<file path="src/hw/rtl/dcb_pkg.sv">
// Shared types and constants of the draw call batcher.
// No dependencies; compiled first.
`timescale 1ns / 1ps
`default_nettype none

package dcb_pkg;

    // Field widths of the draw and result items.
    localparam int SHADER_W = 16;
    localparam int BLEND_W  = 4;
    localparam int TEX_W    = 32;
    localparam int IDX_W    = 32;
    localparam int CMD_W    = 16;
    localparam int SLOT_W   = 3;
    localparam int USED_W   = 4;

    localparam int DEFAULT_TEXTURE_SLOTS = 8;

    // Draw item opcodes.
    localparam logic OP_SUBMIT = 1'b0;
    localparam logic OP_CLEAR  = 1'b1;

    // Control from the sequencer to the slot scanner.
    typedef struct packed {
        logic start;   // begin a scan for the held key
        logic write;   // bind a texture to a slot
    } dcb_scan_ctl_t;

    // Status from the slot scanner.
    typedef struct packed {
        logic done;    // scan finished, hit is valid
        logic hit;     // key found among the bound slots
    } dcb_scan_sts_t;

endpackage : dcb_pkg

`default_nettype wire

</file>
<file path="src/hw/rtl/dcb_in_if.sv">
// Draw item channel: valid/ready handshake plus the draw fields.
// Depends on dcb_pkg.
`timescale 1ns / 1ps
`default_nettype none

interface dcb_in_if
    import dcb_pkg::*;
();

    logic                valid;
    logic                ready;
    logic                op;
    logic [SHADER_W-1:0] shader_id;
    logic [BLEND_W-1:0]  blend_mode;
    logic [TEX_W-1:0]    texture_id;
    logic                uniforms_dirty;
    logic [IDX_W-1:0]    span_base_index;
    logic [IDX_W-1:0]    span_index_cursor;

    modport source (
        output valid, op, shader_id, blend_mode, texture_id, uniforms_dirty,
               span_base_index, span_index_cursor,
        input  ready
    );

    modport sink (
        input  valid, op, shader_id, blend_mode, texture_id, uniforms_dirty,
               span_base_index, span_index_cursor,
        output ready
    );

endinterface : dcb_in_if

`default_nettype wire

</file>
<file path="src/hw/rtl/dcb_out_if.sv">
// Result item channel: valid/ready handshake plus the result fields.
// Depends on dcb_pkg.
`timescale 1ns / 1ps
`default_nettype none

interface dcb_out_if
    import dcb_pkg::*;
();

    logic              valid;
    logic              ready;
    logic              opened_new;
    logic [CMD_W-1:0]  command_number;
    logic [IDX_W-1:0]  cmd_index_start;
    logic [IDX_W-1:0]  cmd_index_count;
    logic [SLOT_W-1:0] slot_index;
    logic [USED_W-1:0] slots_used;

    modport source (
        output valid, opened_new, command_number, cmd_index_start,
               cmd_index_count, slot_index, slots_used,
        input  ready
    );

    modport sink (
        input  valid, opened_new, command_number, cmd_index_start,
               cmd_index_count, slot_index, slots_used,
        output ready
    );

endinterface : dcb_out_if

`default_nettype wire

</file>
<file path="src/hw/rtl/draw_call_batcher_core.sv">
// Draw call batcher top level: sequencer, command state and result register.
// Depends on dcb_pkg, dcb_in_if, dcb_out_if and dcb_slot_scan.
//
// Usage:
//   draw   (sink)   : one draw item per handshake. op = submit merges the draw
//                     into the current command or opens a new one; op = clear
//                     empties the command list and yields no result.
//   result (source) : one result item per submitted draw, in order.
// Timing: a clear item is handled in ST_IDLE and leaves draw.ready high. A submit
//   passes ST_SCAN, where the shared slot comparator checks one bound texture slot
//   per cycle, stopping early on a hit, then ST_FINISH evaluates the merge and
//   writes the result register. draw.ready is low while an item is in work.
// Stall: the result register holds a finished item until result.ready; the
//   next draw item is accepted meanwhile and its scan runs, but its result
//   waits in the final step until the register is free.
// Reset: asynchronous, active low. The command list is empty, the command
//   counter is zero and no result is pending. Slot contents are not cleared;
//   only slots below the bound count are ever compared.
`timescale 1ns / 1ps
`default_nettype none

module draw_call_batcher_core
    import dcb_pkg::*;
#(
    parameter int TEXTURE_SLOTS = DEFAULT_TEXTURE_SLOTS
) (
    input  wire logic clk,
    input  wire logic rst_n,
    dcb_in_if.sink    draw,
    dcb_out_if.source result
);

    localparam int CW = $clog2(TEXTURE_SLOTS + 1);
    localparam int IW = (TEXTURE_SLOTS > 1) ? $clog2(TEXTURE_SLOTS) : 1;

    typedef enum logic [1:0] {
        ST_IDLE,
        ST_SCAN,
        ST_FINISH
    } state_t;

    state_t state_reg, state_next;

    // Command state
    logic                have_cmd_reg, have_cmd_next;
    logic [SHADER_W-1:0] cur_shader_reg, cur_shader_next;
    logic [BLEND_W-1:0]  cur_blend_reg, cur_blend_next;
    logic [CW-1:0]       slot_count_reg, slot_count_next;
    logic [IDX_W-1:0]    start_index_reg, start_index_next;
    logic [IDX_W-1:0]    index_total_reg, index_total_next;
    logic [CMD_W-1:0]    cmd_counter_reg, cmd_counter_next;

    // Draw item in work
    logic [SHADER_W-1:0] item_shader_reg, item_shader_next;
    logic [BLEND_W-1:0]  item_blend_reg, item_blend_next;
    logic [TEX_W-1:0]    item_tex_reg, item_tex_next;
    logic                item_dirty_reg, item_dirty_next;
    logic [IDX_W-1:0]    item_base_reg, item_base_next;
    logic [IDX_W-1:0]    item_span_reg, item_span_next;

    // Result register
    logic                out_valid_reg, out_valid_next;
    logic                out_opened_reg, out_opened_next;
    logic [CMD_W-1:0]    out_cmd_reg, out_cmd_next;
    logic [IDX_W-1:0]    out_start_reg, out_start_next;
    logic [IDX_W-1:0]    out_count_reg, out_count_next;
    logic [SLOT_W-1:0]   out_slot_reg, out_slot_next;
    logic [USED_W-1:0]   out_used_reg, out_used_next;

    // Slot scanner hookup
    dcb_scan_ctl_t       scan_ctl;
    dcb_scan_sts_t       scan_sts;
    logic [IW-1:0]       scan_hit_idx;
    logic [IW-1:0]       wr_addr;

    logic                hdr_match;
    logic                has_room;
    logic                merge;
    logic                accept;
    logic [IW-1:0]       slot_sel;
    logic [31:0]         slot_wide;
    logic [31:0]         used_wide;

    dcb_slot_scan #(
        .SLOTS (TEXTURE_SLOTS)
    ) u_slot_scan (
        .clk     (clk),
        .rst_n   (rst_n),
        .ctl     (scan_ctl),
        .key     (item_tex_reg),
        .limit   (slot_count_reg),
        .wr_addr (wr_addr),
        .wr_data (item_tex_reg),
        .sts     (scan_sts),
        .hit_idx (scan_hit_idx)
    );

    assign draw.ready = (state_reg == ST_IDLE);
    assign accept     = draw.valid && draw.ready;

    // Join test: same shader and blend, clean uniforms, texture bound or a slot free.
    assign hdr_match = have_cmd_reg && (item_shader_reg == cur_shader_reg) &&
                       (item_blend_reg == cur_blend_reg) && !item_dirty_reg;
    assign has_room  = scan_sts.hit || (slot_count_reg < CW'(TEXTURE_SLOTS));
    assign merge     = hdr_match && has_room;

    // Result fields keep the low bits of wider slot values.
    assign slot_wide = 32'(slot_sel);
    assign used_wide = 32'(slot_count_next);

    always_comb
    begin
        state_next       = state_reg;
        have_cmd_next    = have_cmd_reg;
        cur_shader_next  = cur_shader_reg;
        cur_blend_next   = cur_blend_reg;
        slot_count_next  = slot_count_reg;
        start_index_next = start_index_reg;
        index_total_next = index_total_reg;
        cmd_counter_next = cmd_counter_reg;

        item_shader_next = item_shader_reg;
        item_blend_next  = item_blend_reg;
        item_tex_next    = item_tex_reg;
        item_dirty_next  = item_dirty_reg;
        item_base_next   = item_base_reg;
        item_span_next   = item_span_reg;

        out_valid_next   = out_valid_reg && !result.ready;
        out_opened_next  = out_opened_reg;
        out_cmd_next     = out_cmd_reg;
        out_start_next   = out_start_reg;
        out_count_next   = out_count_reg;
        out_slot_next    = out_slot_reg;
        out_used_next    = out_used_reg;

        scan_ctl         = '0;
        wr_addr          = '0;
        slot_sel         = '0;

        unique case (state_reg)
            ST_IDLE:
            begin
                if (accept)
                begin
                    if (draw.op == OP_CLEAR)
                    begin
                        have_cmd_next    = 1'b0;
                        slot_count_next  = '0;
                        start_index_next = '0;
                        index_total_next = '0;
                        cmd_counter_next = '0;
                    end
                    else
                    begin
                        item_shader_next = draw.shader_id;
                        item_blend_next  = draw.blend_mode;
                        item_tex_next    = draw.texture_id;
                        item_dirty_next  = draw.uniforms_dirty;
                        item_base_next   = draw.span_base_index;
                        item_span_next   = draw.span_index_cursor - draw.span_base_index;
                        scan_ctl.start   = 1'b1;
                        state_next       = ST_SCAN;
                    end
                end
            end

            ST_SCAN:
            begin
                if (scan_sts.done)
                begin
                    state_next = ST_FINISH;
                end
            end

            ST_FINISH:
            begin
                if (!out_valid_reg || result.ready)
                begin
                    if (!merge)
                    begin
                        // New command; its first slot takes this texture.
                        cmd_counter_next = have_cmd_reg ? cmd_counter_reg + CMD_W'(1) : '0;
                        have_cmd_next    = 1'b1;
                        cur_shader_next  = item_shader_reg;
                        cur_blend_next   = item_blend_reg;
                        start_index_next = item_base_reg;
                        index_total_next = item_span_reg;
                        slot_count_next  = CW'(1);
                        scan_ctl.write   = 1'b1;
                        wr_addr          = '0;
                        slot_sel         = '0;
                    end
                    else
                    begin
                        index_total_next = index_total_reg + item_span_reg;
                        if (scan_sts.hit)
                        begin
                            slot_sel = scan_hit_idx;
                        end
                        else
                        begin
                            // Bind to the next free slot.
                            scan_ctl.write  = 1'b1;
                            wr_addr         = slot_count_reg[IW-1:0];
                            slot_sel        = slot_count_reg[IW-1:0];
                            slot_count_next = slot_count_reg + CW'(1);
                        end
                    end

                    out_valid_next  = 1'b1;
                    out_opened_next = !merge;
                    out_cmd_next    = cmd_counter_next;
                    out_start_next  = start_index_next;
                    out_count_next  = index_total_next;
                    out_slot_next   = slot_wide[SLOT_W-1:0];
                    out_used_next   = used_wide[USED_W-1:0];
                    state_next      = ST_IDLE;
                end
            end

            default:
            begin
                state_next = ST_IDLE;
            end
        endcase
    end

    always_ff @(posedge clk or negedge rst_n)
    begin
        if (!rst_n)
        begin
            state_reg       <= ST_IDLE;
            have_cmd_reg    <= 1'b0;
            cur_shader_reg  <= '0;
            cur_blend_reg   <= '0;
            slot_count_reg  <= '0;
            start_index_reg <= '0;
            index_total_reg <= '0;
            cmd_counter_reg <= '0;
            out_valid_reg   <= 1'b0;
        end
        else
        begin
            state_reg       <= state_next;
            have_cmd_reg    <= have_cmd_next;
            cur_shader_reg  <= cur_shader_next;
            cur_blend_reg   <= cur_blend_next;
            slot_count_reg  <= slot_count_next;
            start_index_reg <= start_index_next;
            index_total_reg <= index_total_next;
            cmd_counter_reg <= cmd_counter_next;
            out_valid_reg   <= out_valid_next;
        end
    end

    // Payload registers
    always_ff @(posedge clk)
    begin
        item_shader_reg <= item_shader_next;
        item_blend_reg  <= item_blend_next;
        item_tex_reg    <= item_tex_next;
        item_dirty_reg  <= item_dirty_next;
        item_base_reg   <= item_base_next;
        item_span_reg   <= item_span_next;
        out_opened_reg  <= out_opened_next;
        out_cmd_reg     <= out_cmd_next;
        out_start_reg   <= out_start_next;
        out_count_reg   <= out_count_next;
        out_slot_reg    <= out_slot_next;
        out_used_reg    <= out_used_next;
    end

    assign result.valid           = out_valid_reg;
    assign result.opened_new      = out_opened_reg;
    assign result.command_number  = out_cmd_reg;
    assign result.cmd_index_start = out_start_reg;
    assign result.cmd_index_count = out_count_reg;
    assign result.slot_index      = out_slot_reg;
    assign result.slots_used      = out_used_reg;

endmodule : draw_call_batcher_core

`default_nettype wire

</file>
<file path="src/hw/rtl/dcb_slot_scan.sv">
// Texture slot table with a single shared comparator that scans one slot per cycle.
// Depends on dcb_pkg.
`timescale 1ns / 1ps
`default_nettype none

module dcb_slot_scan
    import dcb_pkg::*;
#(
    parameter int SLOTS = DEFAULT_TEXTURE_SLOTS,
    localparam int CW = $clog2(SLOTS + 1),
    localparam int IW = (SLOTS > 1) ? $clog2(SLOTS) : 1
) (
    input  wire logic          clk,
    input  wire logic          rst_n,
    input  wire dcb_scan_ctl_t ctl,
    input  wire logic [TEX_W-1:0] key,      // held stable during a scan
    input  wire logic [CW-1:0] limit,       // number of bound slots
    input  wire logic [IW-1:0] wr_addr,
    input  wire logic [TEX_W-1:0] wr_data,
    output dcb_scan_sts_t      sts,
    output logic [IW-1:0]      hit_idx
);

    logic [TEX_W-1:0] slot_tex_reg [SLOTS];
    logic [CW-1:0]    scan_idx_reg;
    logic             busy_reg;
    logic             done_reg;
    logic             hit_reg;
    logic [IW-1:0]    hit_idx_reg;

    logic [IW-1:0]    cur_idx;
    logic             at_end;
    logic             match;

    assign cur_idx = scan_idx_reg[IW-1:0];
    assign at_end  = (scan_idx_reg == limit);
    assign match   = (slot_tex_reg[cur_idx] == key);

    // Slot contents: no reset, entries at or above limit are never compared.
    always_ff @(posedge clk)
    begin
        if (ctl.write)
        begin
            slot_tex_reg[wr_addr] <= wr_data;
        end
    end

    always_ff @(posedge clk or negedge rst_n)
    begin
        if (!rst_n)
        begin
            scan_idx_reg <= '0;
            busy_reg     <= 1'b0;
            done_reg     <= 1'b0;
            hit_reg      <= 1'b0;
            hit_idx_reg  <= '0;
        end
        else if (ctl.start)
        begin
            scan_idx_reg <= '0;
            busy_reg     <= 1'b1;
            done_reg     <= 1'b0;
            hit_reg      <= 1'b0;
        end
        else if (busy_reg)
        begin
            if (at_end)
            begin
                busy_reg <= 1'b0;
                done_reg <= 1'b1;
            end
            else if (match)
            begin
                busy_reg    <= 1'b0;
                done_reg    <= 1'b1;
                hit_reg     <= 1'b1;
                hit_idx_reg <= cur_idx;
            end
            else
            begin
                scan_idx_reg <= scan_idx_reg + CW'(1);
            end
        end
    end

    assign sts.done = done_reg;
    assign sts.hit  = hit_reg;
    assign hit_idx  = hit_idx_reg;

endmodule : dcb_slot_scan

`default_nettype wire
</file>
<file path="src/flat_wrapper.sv">
// flat-port wrapper written by rule: the top's interface ports become plain ports
module draw_call_batcher_core_flat import dcb_pkg::*;
#(
    parameter int TEXTURE_SLOTS = DEFAULT_TEXTURE_SLOTS
)
  (clk, rst_n, draw_valid, draw_op, draw_shader_id, draw_blend_mode, draw_texture_id, draw_uniforms_dirty, draw_span_base_index, draw_span_index_cursor, draw_ready, result_valid, result_opened_new, result_command_number, result_cmd_index_start, result_cmd_index_count, result_slot_index, result_slots_used, result_ready);
  dcb_in_if draw_i ();
  dcb_out_if result_i ();
  input  wire logic clk;
  input  wire logic rst_n;
  input wire logic [$bits(draw_i.valid)-1:0] draw_valid;
  input wire logic [$bits(draw_i.op)-1:0] draw_op;
  input wire logic [$bits(draw_i.shader_id)-1:0] draw_shader_id;
  input wire logic [$bits(draw_i.blend_mode)-1:0] draw_blend_mode;
  input wire logic [$bits(draw_i.texture_id)-1:0] draw_texture_id;
  input wire logic [$bits(draw_i.uniforms_dirty)-1:0] draw_uniforms_dirty;
  input wire logic [$bits(draw_i.span_base_index)-1:0] draw_span_base_index;
  input wire logic [$bits(draw_i.span_index_cursor)-1:0] draw_span_index_cursor;
  output wire logic [$bits(draw_i.ready)-1:0] draw_ready;
  output wire logic [$bits(result_i.valid)-1:0] result_valid;
  output wire logic [$bits(result_i.opened_new)-1:0] result_opened_new;
  output wire logic [$bits(result_i.command_number)-1:0] result_command_number;
  output wire logic [$bits(result_i.cmd_index_start)-1:0] result_cmd_index_start;
  output wire logic [$bits(result_i.cmd_index_count)-1:0] result_cmd_index_count;
  output wire logic [$bits(result_i.slot_index)-1:0] result_slot_index;
  output wire logic [$bits(result_i.slots_used)-1:0] result_slots_used;
  input wire logic [$bits(result_i.ready)-1:0] result_ready;
  assign draw_i.valid = draw_valid;
  assign draw_i.op = draw_op;
  assign draw_i.shader_id = draw_shader_id;
  assign draw_i.blend_mode = draw_blend_mode;
  assign draw_i.texture_id = draw_texture_id;
  assign draw_i.uniforms_dirty = draw_uniforms_dirty;
  assign draw_i.span_base_index = draw_span_base_index;
  assign draw_i.span_index_cursor = draw_span_index_cursor;
  assign draw_ready = draw_i.ready;
  assign result_valid = result_i.valid;
  assign result_opened_new = result_i.opened_new;
  assign result_command_number = result_i.command_number;
  assign result_cmd_index_start = result_i.cmd_index_start;
  assign result_cmd_index_count = result_i.cmd_index_count;
  assign result_slot_index = result_i.slot_index;
  assign result_slots_used = result_i.slots_used;
  assign result_i.ready = result_ready;
  draw_call_batcher_core #(.TEXTURE_SLOTS(TEXTURE_SLOTS)) u_core (.clk(clk), .rst_n(rst_n), .draw(draw_i), .result(result_i));
endmodule
</file>
<file path="config.mk">
export PLATFORM = sky130hd
export DESIGN_NAME = draw_call_batcher_core_flat
export DESIGN_NICKNAME = d
export VERILOG_FILES = /design/src/hw/rtl/dcb_pkg.sv /design/src/hw/rtl/dcb_in_if.sv /design/src/hw/rtl/dcb_out_if.sv /design/src/hw/rtl/draw_call_batcher_core.sv /design/src/hw/rtl/dcb_slot_scan.sv /design/src/flat_wrapper.sv
export SDC_FILE = /design/constraint.sdc
export NUM_CORES = 1
export LEC_CHECK = 0
export ABC_AREA = 1
export BUFFER_PORTS_ARGS = -buffer_cell sky130_fd_sc_hd__buf_2
export CORE_UTILIZATION = 30
export DETAILED_ROUTE_END_ITERATION = 12
export GPL_ROUTABILITY_DRIVEN = 0
export SLEW_MARGIN = 20
export SYNTH_ARGS = -nofsm -noshare
export SYNTH_HDL_FRONTEND = slang
export SYNTH_HIERARCHICAL = 1
export SYNTH_SLANG_ARGS = --single-unit
export TNS_END_PERCENT = 10
</file>
<file path="constraint.sdc">
create_clock -name clk -period 8.5 [get_ports clk]
set_input_delay 2.125 -clock clk [delete_from_list [all_inputs] [get_ports clk]]
set_output_delay 2.125 -clock clk [all_outputs]
set_load 0.005 [all_outputs]
</file>
==> results.yml <==
power:
  power.density_nw_per_um2: 286
  leakage_nw: 14.6
  peakVddDrop_v: 0.000170
  p_int_mw: 6.14
  comb_power_share_pct: 27.8
  netSwitchingFraction_pct: 35.3
  pwr-share-clk_pct: 31.5
  pwr-share-seq_pct: 40.7
  switching_power_mw: 3.34
setup_path:
  rr_worst_depth: 18
  ff2ff_setup_slack_ns: 4.08
  critPathCapture: "u_core/u_slot_scan/done_reg"
  path_max_fanout: 70
  cp.arrival_ns: 4.92
  startpoint_type: "flip-flop"
  regToRegStartpoint: "u_core/u_slot_scan/scan_idx_reg[0]"
  crit_type: "reg2reg"
  cp.required_ns: 9.00
  worstSetupEndpointType: "flip-flop"
  r2r_end: "u_core/u_slot_scan/done_reg"
  startpoint: "u_core/u_slot_scan/scan_idx_reg[0]"
cts:
  clockBufferDepth: 3
  path_clk_slew_ns: 0.05
  cts_buffers: 68
  cts_tree: "built"
  ctsResizeCount: 0
  clkSinkCount: 579
  cts_hold_buffers: 0
  clock_tree.htree_level_count: 3
  cts_root_buffer: "clkbuf_16"
  clk_latency_ns: 0.64
  postCtsSetupRepairBufs: 0
cells_and_area:
  drive_gt1_share_pct: 12.1
  largest_register_ffs: 256
  area_growth_pct: 16.8
  finalNetCount: 3508
  fill_cells: 9400
  fin_area_sq_um: 33200
  final_cells: 4630
floorplanning:
  io_pins: 212
  core_area_sq_um: 93500
  rows: 112
  die_h_microns: 310
  dieWidth_microns: 310
  initial_core_util_pct: 30.4
  die-area_sq_um: 95900
global_route:
  grt_usage_pct: 16.1
  antenna_found_initial: 8
  grt_pass1_vias: 20900
  top_usage_layer: "met2"
  use_met1_pct: 20.1
  grt_pass1_wl_microns: 118000
  grt_overflow: 0
  use_met3_pct: 4.26
  grt_util_met2_pct: 26.9
  grt_max_degree: 100
synth:
  synthFlopType: "edfxtp_1"
  synth_nets: 3298
  synth_top_cell_by_area: "edfxtp_1"
  ys_warn_count: 6
  synthMuxAreaShare_pct: 0
  synth-compound-area-share_pct: 5.02
  synthDominantCellAreaShare_pct: 48.8
  synth-simple-area-share_pct: 24.2
  netlist_instances: 3108
  synth_cell_types: 43
  synth_common_cells: "nand2_1, edfxtp_1, inv_1"
  synth_xor_area_share_pct: 1.70
  synth_top_family_by_area: "simple AND/OR/NAND/NOR gates"
  async_flop_share_pct: 20.4
  synth_area_sq_um: 28400
  yosys-top-cells-area: "edfxtp_1, nand2_1, dfrtp_1, inv_1, nand3_1"
  synthAdderAreaFrac_pct: 3.05
  yosysMostFrequentCell: "nand2_1"
  ys_ff_latch: 579
  synth_edf_count: 461
  yosysSeqAreaShare_pct: 59.2
  synth.avg_cell_area_sq_um: 9.14
run:
  drv_cap: 0
timing:
  worst_slew_pin_slew_ns: 1.13
  slew_viol_final: 0
  finClkSkew_ns: 0.0299
  slew_headroom_pct: 24.6
  final.min_clock_period_ns: 4.42
  hold_viol_final: 0
  finalSetupViolations: 0
  tns_ns: 0
  min_period_over_period_pct: 52.0
  grt_setup_unrepaired: "false"
  fmax_ghz: 0.226
routing:
  drc_errors: 0
  vias: 21100
  routed_wl_microns: 75800
  wl_per_cell_microns: 16.4
  drt-pass1-iter-count: 8
  ant_nets: 0
  avgViaCountPerCell: 4.55
  drt-initial-drc-count: 1507
placement:
  dp.cells: 4501
  io_buffers: 211
  dpl_cell_area_sq_um: 30800
  post-dp-hpwl_microns: 50600
hold_path:
  hold_depth: 2
  min_path_type: "reg2reg"
outcome:
  status: "complete, no violations"
## metrics by stage
step | power [mW] | hold WS (ns) | utilization [%] | setup WS, ns
floorplan | 5.82 | 0.442 | - | 0.832
global placement | 6.51 | 0.472 | 33.0 | 3.62
detailed placement | 6.55 | 0.473 | 33.0 | 3.63
CTS | 9.60 | 0.488 | 35.5 | 3.99
global route | 10.1 | 0.518 | 35.5 | 3.69
finish | 9.49 | 0.485 | 35.5 | 4.08
## cells in the final DEF (no fill, tap or decap), types with 3 or more instances in the layout
cell type      n
nand2_1     1083
edfxtp_1     461
inv_1        380
nand3_1      250
nor2_1       212
buf_2        210
dfrtp_1      116
o21ai_0      103
clkbuf_16     68
a21oi_1       67
ha_1          66
xor2_1        44
nand4_1       34
o21ai_1       34
o21ai_2       23
nand3b_1      20
buf_4         20
nor3_1        17
or2_2         14
and2_1        14
nor2_4        12
clkbuf_1      11
xnor2_1       11
clkinv_1      10
inv_2         10
clkinv_2       9
clkinvlp_4     8
clkbuf_8       7
bufinv_16      6
a21o_1         6
o21a_1         5
o21bai_1       5
clkinv_16      4
nor4_1         3
and3_1         3
## cell type report
type                    count  area [sq um]  share of cell area, %
flip-flops and latches    579         16800                   50.7
multi-input cells        2045          9730                   29.3
clock buffers              86          1840                   5.55
well taps                1254          1570                   4.73
inverters                 391          1470                   4.43
repair buffers            233          1250                   3.78
clock inverters            40           492                   1.48
diodes                      2          5.00                 0.0151
## critical path: stages (launching register included)
cell	delay (ns)
dfrtp_4	0.91
clkinv_2	0.90
buf_4	0.68
nand2_1	0.15
nand3_1	0.08
nand3_1	0.14
nand2_1	0.06
nand2_1	0.05
nand2_1	0.08
inv_1	0.06
nand2_1	0.10
nor2_1	0.27
nand2_1	0.09
nor2_1	0.22
nand2_2	0.15
nand2_1	0.11
nand2_1	0.06
nand2_1	0.06
nand2_1	0.05
## metal layers
| layer | vias to the layer above | share of wire (%) |
|---|---|---|
| li1 | 10600 | - |
| met1 | 9835 | 43 |
| met2 | 547 | 47 |
| met3 | 138 | 7.2 |
| met4 | 10 | 2.6 |
| met5 | - | 0.080 |
## worst min path at each step
stage	startpoint	end	slack, ns
after global placement	u_core/index_total_reg[22]	u_core/index_total_reg[22]	0.47
after floorplan	u_core/u_slot_scan/done_reg	u_core/u_slot_scan/done_reg	0.44
final	u_core/index_total_reg[22]	u_core/index_total_reg[22]	0.48
after CTS	u_core/index_total_reg[22]	u_core/index_total_reg[22]	0.49
after detailed placement	u_core/index_total_reg[22]	u_core/index_total_reg[22]	0.47
after global routing	u_core/index_total_reg[12]	u_core/index_total_reg[12]	0.52
## kinds of logic after synthesis
group | Yosys count
adder cells (fa/ha/maj) | 68
flip-flops | 579
AO/OA/AOI/OAI | 254
XOR/XNOR | 55
buffers and inverters | 484
AND/OR/NAND/NOR | 1668
## power groups by stage
stage / clock network (mW) / registers (mW) / logic, mW
after floorplan: 0 / 3.80 / 2.02
after global placement: 0 / 3.91 / 2.59
after detailed placement: 0 / 3.91 / 2.64
after CTS: 3.08 / 3.87 / 2.65
after global routing: 3.19 / 3.91 / 3.04
final: 2.98 / 3.86 / 2.64
(Power assumes the default switching activity.)
